$ cat src/rtl/rotary_position_debouncer_defines.svh
// assertion macros for the rotary position debouncer
`ifndef ROTARY_POSITION_DEBOUNCER_DEFINES_SVH
`define ROTARY_POSITION_DEBOUNCER_DEFINES_SVH

// same-cycle implication, checked outside reset
`define RPD_ASSERT_NOW(lbl, ante, cons) \
  lbl: assert property (@(posedge clk_i) disable iff (!rst_ni) (ante) |-> (cons)) \
    else $error("rpd assertion failed");

// next-cycle implication, checked outside reset
`define RPD_ASSERT_NEXT(lbl, ante, cons) \
  lbl: assert property (@(posedge clk_i) disable iff (!rst_ni) (ante) |=> (cons)) \
    else $error("rpd assertion failed");

`endif

$ cat src/rtl/rpd_pkg.sv
// shared types, constants and functions of the rotary position debouncer
package rpd_pkg;

  localparam int unsigned LevelsW    = 3;
  localparam int unsigned TimeW      = 32;
  localparam int unsigned PosW       = 2;
  localparam int unsigned OnehotW    = 4;
  localparam int unsigned MsCfgW     = 16;
  localparam int unsigned ThrW       = 8;
  localparam int unsigned CountW     = 8;
  localparam int unsigned CfgIndexW  = 2;
  localparam int unsigned CfgDataW   = 16;

  localparam logic [MsCfgW-1:0] DebounceMsRst     = 16'd50;
  localparam logic [MsCfgW-1:0] IdleHoldMsRst     = 16'd1000;
  localparam logic [ThrW-1:0]   StableThresholdRst = 8'd3;
  localparam logic [CountW-1:0] CountMax          = 8'd255;

  localparam logic [PosW-1:0] PosIdle = 2'd0;
  localparam logic [PosW-1:0] PosOne  = 2'd1;
  localparam logic [PosW-1:0] PosTwo  = 2'd2;
  localparam logic [PosW-1:0] PosThree = 2'd3;

  typedef enum logic [CfgIndexW-1:0] {
    CFG_SETTLE_MS    = 2'd0,
    CFG_IDLE_HOLD_MS = 2'd1,
    CFG_MIN_REPEATS  = 2'd2
  } cfg_idx_e;

  typedef struct packed {
    logic [MsCfgW-1:0] settle_ms;
    logic [MsCfgW-1:0] idle_hold_ms;
    logic [ThrW-1:0]   min_repeats;
  } cfg_t;

  typedef struct packed {
    logic [LevelsW-1:0] raw_levels;
    logic [TimeW-1:0]   now_ms;
  } item_t;

  typedef struct packed {
    logic [OnehotW-1:0] position_onehot;
    logic [PosW-1:0]    accepted_position;
    logic               position_known;
  } result_t;

  function automatic logic [PosW-1:0] pattern_to_position(input logic [LevelsW-1:0] pattern);
    logic [PosW-1:0] pos;
    case (pattern)
      3'b001:  pos = PosThree;
      3'b010:  pos = PosTwo;
      3'b100:  pos = PosOne;
      default: pos = PosIdle;
    endcase
    return pos;
  endfunction

endpackage

$ cat src/rtl/rotary_position_debouncer.sv
// top level of the rotary position debouncer
// path: an accepted poll transaction is registered in the input stage, and its result in the result register
// throughput: one poll per cycle while the output side is ready
// the state update between the input and result registers sets the rate
// reset: asynchronous, active low; clears state, history and valid flags,
// and loads the register defaults (50 ms, 1000 ms, threshold 3)
module rotary_position_debouncer
  import rpd_pkg::*;
(
  input  logic                 clk_i,
  input  logic                 rst_ni,
  input  logic                 in_valid_i,
  output logic                 in_ready_o,
  input  logic [LevelsW-1:0]   raw_levels_i,
  input  logic [TimeW-1:0]     now_ms_i,
  output logic                 out_valid_o,
  input  logic                 out_ready_i,
  output logic [OnehotW-1:0]   position_onehot_o,
  output logic [PosW-1:0]      accepted_position_o,
  output logic                 position_known_o,
  input  logic                 cfg_we_i,
  input  logic [CfgIndexW-1:0] cfg_index_i,
  input  logic [CfgDataW-1:0]  cfg_data_i
);

  cfg_t    cfg;
  item_t   in_item;
  item_t   stage_item;
  logic    stage_valid;
  logic    out_can_load;
  logic    step;
  result_t filt_result;
  result_t out_result;

  assign in_item.raw_levels = raw_levels_i;
  assign in_item.now_ms     = now_ms_i;
  assign step               = stage_valid && out_can_load;

  rpd_cfg_regs u_cfg_regs (
    .clk_i       (clk_i),
    .rst_ni      (rst_ni),
    .cfg_we_i    (cfg_we_i),
    .cfg_index_i (cfg_index_i),
    .cfg_data_i  (cfg_data_i),
    .cfg_o       (cfg)
  );

  rpd_in_stage u_in_stage (
    .clk_i      (clk_i),
    .rst_ni     (rst_ni),
    .in_valid_i (in_valid_i),
    .in_ready_o (in_ready_o),
    .item_i     (in_item),
    .take_i     (step),
    .valid_o    (stage_valid),
    .item_o     (stage_item)
  );

  rpd_filter u_filter (
    .clk_i    (clk_i),
    .rst_ni   (rst_ni),
    .cfg_i    (cfg),
    .step_i   (step),
    .item_i   (stage_item),
    .result_o (filt_result)
  );

  rpd_out_stage u_out_stage (
    .clk_i       (clk_i),
    .rst_ni      (rst_ni),
    .load_i      (step),
    .result_i    (filt_result),
    .can_load_o  (out_can_load),
    .out_valid_o (out_valid_o),
    .out_ready_i (out_ready_i),
    .result_o    (out_result)
  );

  assign position_onehot_o   = out_result.position_onehot;
  assign accepted_position_o = out_result.accepted_position;
  assign position_known_o    = out_result.position_known;

endmodule

$ cat src/rtl/rpd_cfg_regs.sv
// configuration register bank
module rpd_cfg_regs
  import rpd_pkg::*;
(
  input  logic                 clk_i,
  input  logic                 rst_ni,
  input  logic                 cfg_we_i,
  input  logic [CfgIndexW-1:0] cfg_index_i,
  input  logic [CfgDataW-1:0]  cfg_data_i,
  output cfg_t                 cfg_o
);

  cfg_t cfg_q, cfg_d;

  always_comb begin
    cfg_d = cfg_q;
    if (cfg_we_i) begin
      case (cfg_idx_e'(cfg_index_i))
        CFG_SETTLE_MS:    cfg_d.settle_ms = cfg_data_i[MsCfgW-1:0];
        CFG_IDLE_HOLD_MS: cfg_d.idle_hold_ms = cfg_data_i[MsCfgW-1:0];
        CFG_MIN_REPEATS:  cfg_d.min_repeats = cfg_data_i[ThrW-1:0];
        default:          cfg_d = cfg_q;
      endcase
    end
  end

  always_ff @(posedge clk_i or negedge rst_ni) begin
    if (!rst_ni) begin
      cfg_q.settle_ms    <= DebounceMsRst;
      cfg_q.idle_hold_ms <= IdleHoldMsRst;
      cfg_q.min_repeats  <= StableThresholdRst;
    end else begin
      cfg_q <= cfg_d;
    end
  end

  assign cfg_o = cfg_q;

endmodule

$ cat src/rtl/rpd_in_stage.sv
// input register stage for poll transactions
module rpd_in_stage
  import rpd_pkg::*;
(
  input  logic  clk_i,
  input  logic  rst_ni,
  input  logic  in_valid_i,
  output logic  in_ready_o,
  input  item_t item_i,
  input  logic  take_i,
  output logic  valid_o,
  output item_t item_o
);

  logic  valid_q, valid_d;
  item_t item_q, item_d;
  logic  load;

  assign in_ready_o = !valid_q || take_i;
  assign load       = in_valid_i && in_ready_o;

  always_comb begin
    valid_d = valid_q;
    item_d  = item_q;
    if (load) begin
      valid_d = 1'b1;
      item_d  = item_i;
    end else if (take_i) begin
      valid_d = 1'b0;
    end
  end

  always_ff @(posedge clk_i or negedge rst_ni) begin
    if (!rst_ni) begin
      valid_q <= 1'b0;
    end else begin
      valid_q <= valid_d;
    end
  end

  always_ff @(posedge clk_i) begin
    item_q <= item_d;
  end

  assign valid_o = valid_q;
  assign item_o  = item_q;

endmodule

$ cat src/rtl/rpd_filter.sv
// stability counter, hold-time check and accepted position state
module rpd_filter
  import rpd_pkg::*;
(
  input  logic    clk_i,
  input  logic    rst_ni,
  input  cfg_t    cfg_i,
  input  logic    step_i,
  input  item_t   item_i,
  output result_t result_o
);

  `include "rotary_position_debouncer_defines.svh"

  logic [LevelsW-1:0] prev_pattern_q, prev_pattern_d;
  logic               seen_q, seen_d;
  logic [CountW-1:0]  count_q, count_d;
  logic [PosW-1:0]    held_q, held_d;
  logic               held_valid_q, held_valid_d;
  logic [TimeW-1:0]   last_ms_q, last_ms_d;

  logic [LevelsW-1:0] pattern;
  logic [PosW-1:0]    pos;
  logic               same;
  logic [CountW-1:0]  count_next;
  logic               change;
  logic [TimeW-1:0]   need;
  logic [TimeW-1:0]   elapsed;
  logic               accept;

  always_comb begin
    pattern    = ~item_i.raw_levels;
    pos        = pattern_to_position(pattern);
    same       = seen_q && (pattern == prev_pattern_q);
    if (!same) begin
      count_next = '0;
    end else if (count_q == CountMax) begin
      count_next = count_q;
    end else begin
      count_next = count_q + 1'b1;
    end
    change     = !held_valid_q || (pos != held_q);
    need       = (pos == PosIdle) ? {{(TimeW-MsCfgW){1'b0}}, cfg_i.idle_hold_ms}
                                  : {{(TimeW-MsCfgW){1'b0}}, cfg_i.settle_ms};
    elapsed    = item_i.now_ms - last_ms_q;
    accept     = change && (count_next >= cfg_i.min_repeats) && (elapsed >= need);
  end

  always_comb begin
    prev_pattern_d = prev_pattern_q;
    seen_d         = seen_q;
    count_d        = count_q;
    held_d         = held_q;
    held_valid_d   = held_valid_q;
    last_ms_d      = last_ms_q;
    if (step_i) begin
      count_d = count_next;
      if (!same) begin
        prev_pattern_d = pattern;
        seen_d         = 1'b1;
      end
      if (accept) begin
        held_d       = pos;
        held_valid_d = 1'b1;
        last_ms_d    = item_i.now_ms;
      end
    end
  end

  always_comb begin
    result_o.position_known    = held_valid_d;
    result_o.accepted_position = held_valid_d ? held_d : PosIdle;
    result_o.position_onehot   = held_valid_d ? (OnehotW'(1) << held_d) : '0;
  end

  always_ff @(posedge clk_i or negedge rst_ni) begin
    if (!rst_ni) begin
      prev_pattern_q <= '0;
      seen_q         <= 1'b0;
      count_q        <= '0;
      held_q         <= PosIdle;
      held_valid_q   <= 1'b0;
      last_ms_q      <= '0;
    end else begin
      prev_pattern_q <= prev_pattern_d;
      seen_q         <= seen_d;
      count_q        <= count_d;
      held_q         <= held_d;
      held_valid_q   <= held_valid_d;
      last_ms_q      <= last_ms_d;
    end
  end

  // once known, the position never becomes unknown
  `RPD_ASSERT_NEXT(a_known_sticky, held_valid_q, held_valid_q)
  // an accepted change stamps the transaction time
  `RPD_ASSERT_NEXT(a_stamp_on_accept, step_i && accept,
                   held_valid_q && (last_ms_q == $past(item_i.now_ms)))
  // a new pattern restarts the stability count
  `RPD_ASSERT_NEXT(a_count_restart, step_i && !same, count_q == '0)
  // no change is accepted below the stability threshold
  `RPD_ASSERT_NOW(a_thr_gate, step_i && accept, count_next >= cfg_i.min_repeats)

endmodule

$ cat src/rtl/rpd_out_stage.sv
// result register stage
module rpd_out_stage
  import rpd_pkg::*;
(
  input  logic    clk_i,
  input  logic    rst_ni,
  input  logic    load_i,
  input  result_t result_i,
  output logic    can_load_o,
  output logic    out_valid_o,
  input  logic    out_ready_i,
  output result_t result_o
);

  logic    valid_q, valid_d;
  result_t result_q, result_d;

  assign can_load_o = !valid_q || out_ready_i;

  always_comb begin
    valid_d  = valid_q;
    result_d = result_q;
    if (load_i) begin
      valid_d  = 1'b1;
      result_d = result_i;
    end else if (out_ready_i) begin
      valid_d = 1'b0;
    end
  end

  always_ff @(posedge clk_i or negedge rst_ni) begin
    if (!rst_ni) begin
      valid_q <= 1'b0;
    end else begin
      valid_q <= valid_d;
    end
  end

  always_ff @(posedge clk_i) begin
    result_q <= result_d;
  end

  assign out_valid_o = valid_q;
  assign result_o    = result_q;

endmodule
$ cat config.mk
export PLATFORM = sky130hd
export DESIGN_NAME = rotary_position_debouncer
export DESIGN_NICKNAME = d
export VERILOG_FILES = /design/src/rtl/rpd_pkg.sv /design/src/rtl/rotary_position_debouncer.sv /design/src/rtl/rpd_cfg_regs.sv /design/src/rtl/rpd_in_stage.sv /design/src/rtl/rpd_filter.sv /design/src/rtl/rpd_out_stage.sv
export VERILOG_INCLUDE_DIRS = /design/src /design/src/rtl
export SDC_FILE = /design/constraint.sdc
export NUM_CORES = 1
export LEC_CHECK = 0
export ABC_AREA = 1
export BUFFER_PORTS_ARGS = -buffer_cell sky130_fd_sc_hd__buf_2
export CAP_MARGIN = 20
export CORE_MARGIN = 3
export CORE_UTILIZATION = 60
export DETAILED_ROUTE_END_ITERATION = 8
export GPL_TIMING_DRIVEN = 0
export HOLD_SLACK_MARGIN = 0.15
export PLACE_DENSITY = 0.77
export SETUP_SLACK_MARGIN = 0.4
export SYNTH_ARGS = -nofsm -noshare
export SYNTH_HDL_FRONTEND = slang
export SYNTH_SLANG_ARGS = --single-unit
$ cat constraint.sdc
create_clock -name clk_i -period 6.9 [get_ports clk_i]
set_clock_uncertainty 0.15 [all_clocks]
set_input_delay 1.38 -clock clk_i [delete_from_list [all_inputs] [get_ports clk_i]]
set_output_delay 1.38 -clock clk_i [all_outputs]
set_load 0.02 [all_outputs]
==> reports/results.txt, run 1 <==
Seq pwr share = 28.8%
Most frequent cells in the layout = nand2_1, inv_1, nor2_1
Worst Tran Pin Value = 0.931 ns
Average size of a mapped cell = 7.51 µm²
Yosys Warn Count = 0
Overflow left after global routing = 0
Post-synth EDFFs = 42
Slew Limit Fails = 0
Share of cells above drive strength 1 = 12.1%
Comb pwr share = 47.8%
Kind of critical path = reg -> reg
Vias in the first global route = 6667
Status = finished clean
Drt drc = 0
Number of DRC markers in iteration 0 = 497
Die footprint = 0.0152 mm²
HP Class = reg -> reg
Seq cells post-synth = 131
Post-CTS resize count = 0
Synth-to-Final Area Change = 14.0%
Cell Int Power = 2.15 mW
Crit share post-route = 61.8%
Synth Instances = 1101
Initial core utilization = 62.0%
Min Tclk post-route = 4.26 ns
CP Capture Type = register
Root Buffer = clkbuf_16
TritonCTS clock tree = yes
Commonest non-fill, non-tap cell in the layout = nand2_1
Post-CTS setup buffer count = 0
Most frequently used flop master after synthesis = dfrtp_1
Crit path DAT = 4.28 ns
Leak Pwr = 5.14 nW
N_diodes = 0
Site Rows = 42
Routability cong. = 0.953
Register area share after synthesis = 42.4%
HPWL Detailed = 14000 µm
Die W = 123 µm
First-pass GRT wire length = 31100 µm
# H-tree levels = 4
RSZ-0062 raised after global routing = no
Netlist cell types = 40
Core area = 0.0133 mm²
Max Cap Violations = 0
Num ports = 67
Routed via count = 7118
Initial antenna violation count = 0
Total GRT Usage = 26.3%
CTS hold repair buffers = 0
Type of origin of the critical path = register
Crit-path max FO = 10
Final worst-path setup slack = 2.64 ns
Clock latency on the worst-skew pair = 0.42 ns
Syn nets = 1216
Post-layout util = 70.6%
Num CTS Buffers = 17
Die Ht = 123 µm
WL final = 18700 µm
Clock sinks = 131
Total negative slack = 0 ns
Rel. slew slack = 37.8%
Clock Path Buffers = 2
Post-DRT Antenna Nets = 0
Vias per cell = 5.17
Worst vdd ir = 0.268 mV
Largest net degree at the start of global routing = 62
PwrDens = 395 mW/mm²
Fin. Hold Viols = 0
Post-synthesis async set-or-reset flop share = 67.9%
WL per Instance = 13.6 µm
DRT Pass-1 Iters = 5
Clock power frac = 23.4%
Clock Pin Slew Worst Setup and Hold Paths = 0.06 ns
Req. time, crit path = 6.91 ns
Psw = 1.57 mW
Pre-CTS setup slack = 2.73 ns
Sw Ratio = 42.2%
Synthesized cell area = 0.00827 mm²
Port Buffer Count = 66
Final Net Count = 1302
Setup-failing EPs final = 0
F_max = 235 MHz
[routing by layer]
metal  vias to the layer above  global-route usage, %  wire length (µm)
li1                       3631                      -                 -
met4                         0                   9.00               406
met2                       198                   42.6              8840
met3                        33                   5.81              1130
met5                         -                      0                 0
met1                      3256                   35.0              8320
[final timing paths]
check	from	endpoint	slack, ns	depth (start not counted)
setup / recovery	u_in_stage.item_o[32]	u_out_stage.result_o[5]	2.64	25
hold / removal	u_filter.seen_q	u_filter.seen_q	0.30	2
setup reg to reg	u_in_stage.item_o[32]	u_out_stage.result_o[5]	2.64	25
hold reg to reg	u_filter.seen_q	u_filter.seen_q	0.30	2
max in group asynchronous	rst_ni	u_cfg_regs.cfg_o[1]	5.18	2
min in group asynchronous	rst_ni	u_filter.last_ms_q[19]	0.74	1
[synthesized netlist by cell type (2+ instances only)]
library cell    n  share of area [%]
inv_1         207                9.4
nand2_2         6               0.45
a21oi_2         5               0.53
ha_1           56                8.5
dfrtp_1        78                 24
nor3_1          8               0.48
clkbuf_1        8               0.36
nor2_2          6               0.45
and3_1          2               0.15
a31oi_1         2               0.15
or2_2           2               0.15
o21bai_1        3               0.27
a211oi_1        4               0.36
edfxtp_1       42                 15
xnor2_1         3               0.32
nand3_1        35                2.1
nor2_1         96                4.4
buf_4           3               0.27
o21ai_0        57                3.4
nand2_1       351                 16
buf_6           4               0.54
mux2i_1        15                1.8
dfstp_2        11                3.5
xor2_1         15                1.6
a21oi_1        57                3.4
nand4_1         9               0.68
and2_1          3               0.23
[critical path, cell delays in order, from the launching register on]
cell,delay (ns)
edfxtp_1,0.47
nand2_1,0.10
nand2_1,0.06
nor2_1,0.17
inv_1,0.11
nand2_1,0.33
buf_2,0.39
mux2i_1,0.33
ha_1,0.29
a21oi_1,0.14
nor2_1,0.05
nor3_1,0.12
nand2_1,0.07
nand2_1,0.06
nand2_1,0.06
nand2_1,0.09
nand2_1,0.06
nor2_1,0.09
nand2_1,0.07
nor2_2,0.09
nand2_2,0.10
nand2_4,0.15
buf_6,0.21
nand2_1,0.07
nand3_1,0.12
nor2_1,0.06
[logic make-up (layout without fill, tap and decap cells)]
| logic type | after synthesis | in the layout | synth area share [%] |
|---|---|---|---|
| compound gates | 133 | 133 | 8.82 |
| xor+xnor | 18 | 18 | 1.91 |
| fa+ha+maj | 57 | 57 | 8.72 |
| buf+inv | 223 | 322 | 10.6 |
| flops | 131 | 131 | 42.4 |
| mux | 16 | 16 | 1.95 |
| simple gates | 523 | 523 | 25.6 |
[registers in the layout, summed over array words and instances (netlist names)]
name                     count
u_cfg_regs.cfg_o            40
u_in_stage.item_o           35
u_filter.last_ms_q          32
u_filter.count_q             8
u_out_stage.result_o         7
u_filter.prev_pattern_q      3
u_filter.held_q              2
u_filter.held_valid_q        1
u_filter.seen_q              1
u_in_stage.valid_o           1
u_out_stage.out_valid_o      1
[power groups by stage]
stage / combinational (mW) / clock (mW) / sequential (mW)
after floorplan: 1.34 / 0 / 1.08
after global placement: 1.70 / 0 / 1.08
after detailed placement: 1.76 / 0 / 1.08
after CTS: 1.78 / 0.886 / 1.07
after global routing: 2.04 / 0.921 / 1.09
final: 1.78 / 0.872 / 1.07
[per-stage QoR]
step                      cells  cell area (µm²)  hold slack, ns  power, mW
after detailed placement   1344             8850           0.290       2.84
after floorplan            1101             8270           0.273       2.41
after global placement     1343             8820           0.285       2.78
after global routing       1376             9430           0.336       4.06
final                      1376             9430           0.301       3.72
after CTS                  1376             9430           0.304       3.73
[cell type report]
| type | count | area, µm² |
|---|---|---|
| fill | 1160 | 3920 |
| multi-input combinational | 747 | 3890 |
| sequential | 131 | 3500 |
| inverter | 207 | 777 |
| clock buffer | 20 | 489 |
| timing repair buffer | 67 | 360 |
| tap | 176 | 220 |
| buffer | 16 | 103 |
| clock inverter | 12 | 90.1 |
Power figures use the tool's default switching activity.
==> inputs of run 2 (changes only) <==
- CORE_UTILIZATION: 60 -> 55
- PLACE_DENSITY: 0.77 -> 0.74
- clock period: 6.9 -> 3.6 ns (I/O delays scaled with it)
==> reports/results.txt, run 2 (same netlist as run 1, synthesis figures left out) <==
Drt drc = 0 (unchanged)
WP buf/inv = 5 (+2)
Status = finished with violations
Vias per cell = 5.14 (-0.67%)
Leak Pwr = 5.51 nW (+7.2%)
Site Rows = 44 (+4.8%)
Worst Tran Pin Value = 0.918 ns (-0.0128 ns)
PwrDens = 781 mW/mm² (+98%)
Clock Pin Slew Worst Setup and Hold Paths = 0.06 ns (about the same)
Post-DRT Antenna Nets = 0 (unchanged)
DRT Pass-1 Iters = 6 (+1)
Slew Limit Fails = 0 (unchanged)
First-pass GRT wire length = 33100 µm (+6.5%)
Num ports = 67 (unchanged)
Max Cap Violations = 0 (unchanged)
Reg2Reg Setup Slack = -0.11 ns (-2.75 ns)
Most frequent cells in the layout = nand2_1, inv_1, nor2_1
Num CTS Buffers = 17 (unchanged)
Initial core utilization = 56.5% (-5.5 points)
TritonCTS clock tree = yes
Vias in the first global route = 7078 (+6.2%)
Critical path, cell by cell = buf_4, xnor2_1, a211oi_1, o2111ai_2, buf_4, a211oi_1, ha_1, a21oi_1, o21ai_0, a21oi_1, a221oi_2, buf_4, nand2_4, buf_4, buf_4, o21ai_2, nor2_1
Overflow left after global routing = 0 (unchanged)
Top Family by Delay on Critical Path = compound AO/OA/AOI/OAI gates
DP Area = 0.00905 mm² (+2.2%)
Commonest non-fill, non-tap cell in the layout = nand2_1
Req. time, crit path = 3.63 ns (-3.28 ns)
Violated checks = setup timing
Largest net degree at the start of global routing = 58 (-6.5%)
Clock sinks = 131 (unchanged)
Clock Path Buffers = 2 (unchanged)
Worst vdd ir = 0.640 mV (+140%)
Fin. Hold Viols = 0 (unchanged)
Max FFs per register = 40 (unchanged)
HP Start = now_ms_i[2]
R2r endpoint = u_out_stage.result_o[3]
Routability cong. = 0.881 (-7.6%)
Reg2reg start = u_in_stage.item_o[34]
HPWL Detailed = 14500 µm (+3.9%)
Final Net Count = 1358 (+4.3%)
Die W = 129 µm (+4.2%)
CP Capture Type = register
Post-layout util = 71.4% (+0.79 points)
Slowest stage delay, CP = 0.45 ns (-0.02 ns)
Share of cells above drive strength 1 = 23.6% (+12 points)
WHS Path Cells = 1 (-1)
Core area = 0.0146 mm² (+9.7%)
Synth-to-Final Area Change = 26.5%
Die footprint = 0.0165 mm² (+8.6%)
Setup-failing EPs final = 37 (+37)
HP Class = in -> reg
Crit-path max FO = 7 (-3)
F_max = 269 MHz (+15%)
# H-tree levels = 4 (unchanged)
Final Power = 8.17 mW (+120%)
Hold Path End = u_in_stage.item_o[2]
Kind of critical path = reg -> reg
Number of DRC markers in iteration 0 = 558 (+12%)
Post-layout instance area = 0.0105 mm² (+11%)
Pre-CTS setup slack = -0.322 ns (-3.05 ns)
WL per Instance = 14.4 µm (+5.6%)
Worst path most repeated cell = buf_4
Crit path DAT = 3.74 ns (-0.54 ns)
Die Ht = 129 µm (+4.2%)
Type of origin of the critical path = register
Initial antenna violation count = 0 (unchanged)
Crit share post-route = 103% (+41 points)
FF-to-FF path depth = 17 (-32%)
Max stage delay cell, worst path = edfxtp_1
Total GRT Usage = 25.1% (-1.1 points)
Clock latency on the worst-skew pair = 0.42 ns (about the same)
RSZ-0062 raised after global routing = yes
Min Tclk post-route = 3.71 ns (-0.552 ns)
Port Buffer Count = 66 (unchanged)
N_diodes = 0 (unchanged)
Rel. slew slack = 38.7% (+0.86 points)
Root Buffer = clkbuf_16
Final worst-path setup slack = -0.112 ns (-2.75 ns)
Routed via count = 7399 (+3.9%)
WL final = 20700 µm (+11%)
==> run 2: cell count changes in the layout (fill, tap and decap cells not counted), sizes merged <==
cell / delta
buf: +54
clkbuf: +4
inv: -3
clkinv: +1
clkinvlp: -1
dlygate4sd3: +1
==> run 2: how the worst max path moves through the flow <==
stage	endpoint	cells past startpoint	startpoint	slack, ns
2_1_floorplan	u_out_stage.result_o[4]	18	u_filter.count_q[0]	0.36
3_3_place_gp	u_out_stage.result_o[3]	24	u_filter.last_ms_q[0]	-0.27
3_5_place_dp	u_out_stage.result_o[3]	26	u_in_stage.item_o[14]	-0.32
4_1_cts	u_out_stage.result_o[4]	26	u_in_stage.item_o[7]	0.02
5_1_grt	u_out_stage.result_o[6]	25	u_in_stage.item_o[2]	-0.31
6_report	u_out_stage.result_o[3]	17	u_in_stage.item_o[34]	-0.11
==> run 2: power breakdown <==
part,total (mW),internal (mW),switching [mW]
logic,4.42,1.83,2.59
registers,2.07,1.90,0.164
clock network,1.68,1.02,0.660
total,8.17,4.75,3.41
==> run 2: metal layers <==
layer  vias to the layer above  part of all wire [%]  routed length [µm]  GRT usage [%]
li1                       3725                     -                   -              -
met4                         0                   2.1                 440           7.29
met2                       222                    49               10100           43.0
met1                      3416                    43                8980           32.7
met3                        36                   5.3                1100           4.90
met5                         -                     0                   0              0
==> run 2: layout make-up <==
type,count,area (µm²)
plain buffers,16,145
clock buffers,23,520
clock inverters,9,63.8
fillers,1168,4180
inverters,207,777
multi-input cells,747,4420
flip-flops and latches,131,3500
well taps,184,230
repair buffers,123,805
==> run 2: through the flow <==
stage / setup TNS (ns) / std cells / hold slack (ns)
2_1_floorplan: 0 / 1101 / 0.273
3_3_place_gp: -5.82 / 1351 / 0.286
3_5_place_dp: -7.87 / 1352 / 0.300
4_1_cts: 0 / 1434 / 0.304
5_1_grt: -10.04 / 1440 / 0.301
6_report: -1.26 / 1440 / 0.316
==> run 2: worst reg2reg max path, stage by stage (launching register included) <==
cell and delay [ns]:
edfxtp_1 0.45, buf_4 0.18, xnor2_1 0.13, a211oi_1 0.28, o2111ai_2 0.21, buf_4 0.21
a211oi_1 0.30, ha_1 0.20, a21oi_1 0.06, o21ai_0 0.15, a21oi_1 0.14, a221oi_2 0.28
buf_4 0.18, nand2_4 0.08, buf_4 0.14, buf_4 0.12, o21ai_2 0.15, nor2_1 0.06
==> run 2: what timing repair did <==
item,4_1_cts,5_1_grt
pin swaps,32,24
hold endpoints to repair,31,0
endpoints found under the setup margin,42,42
gates resized for setup,67,38
hold buffers,1,0
setup buffers,49,5
cloned,0,1
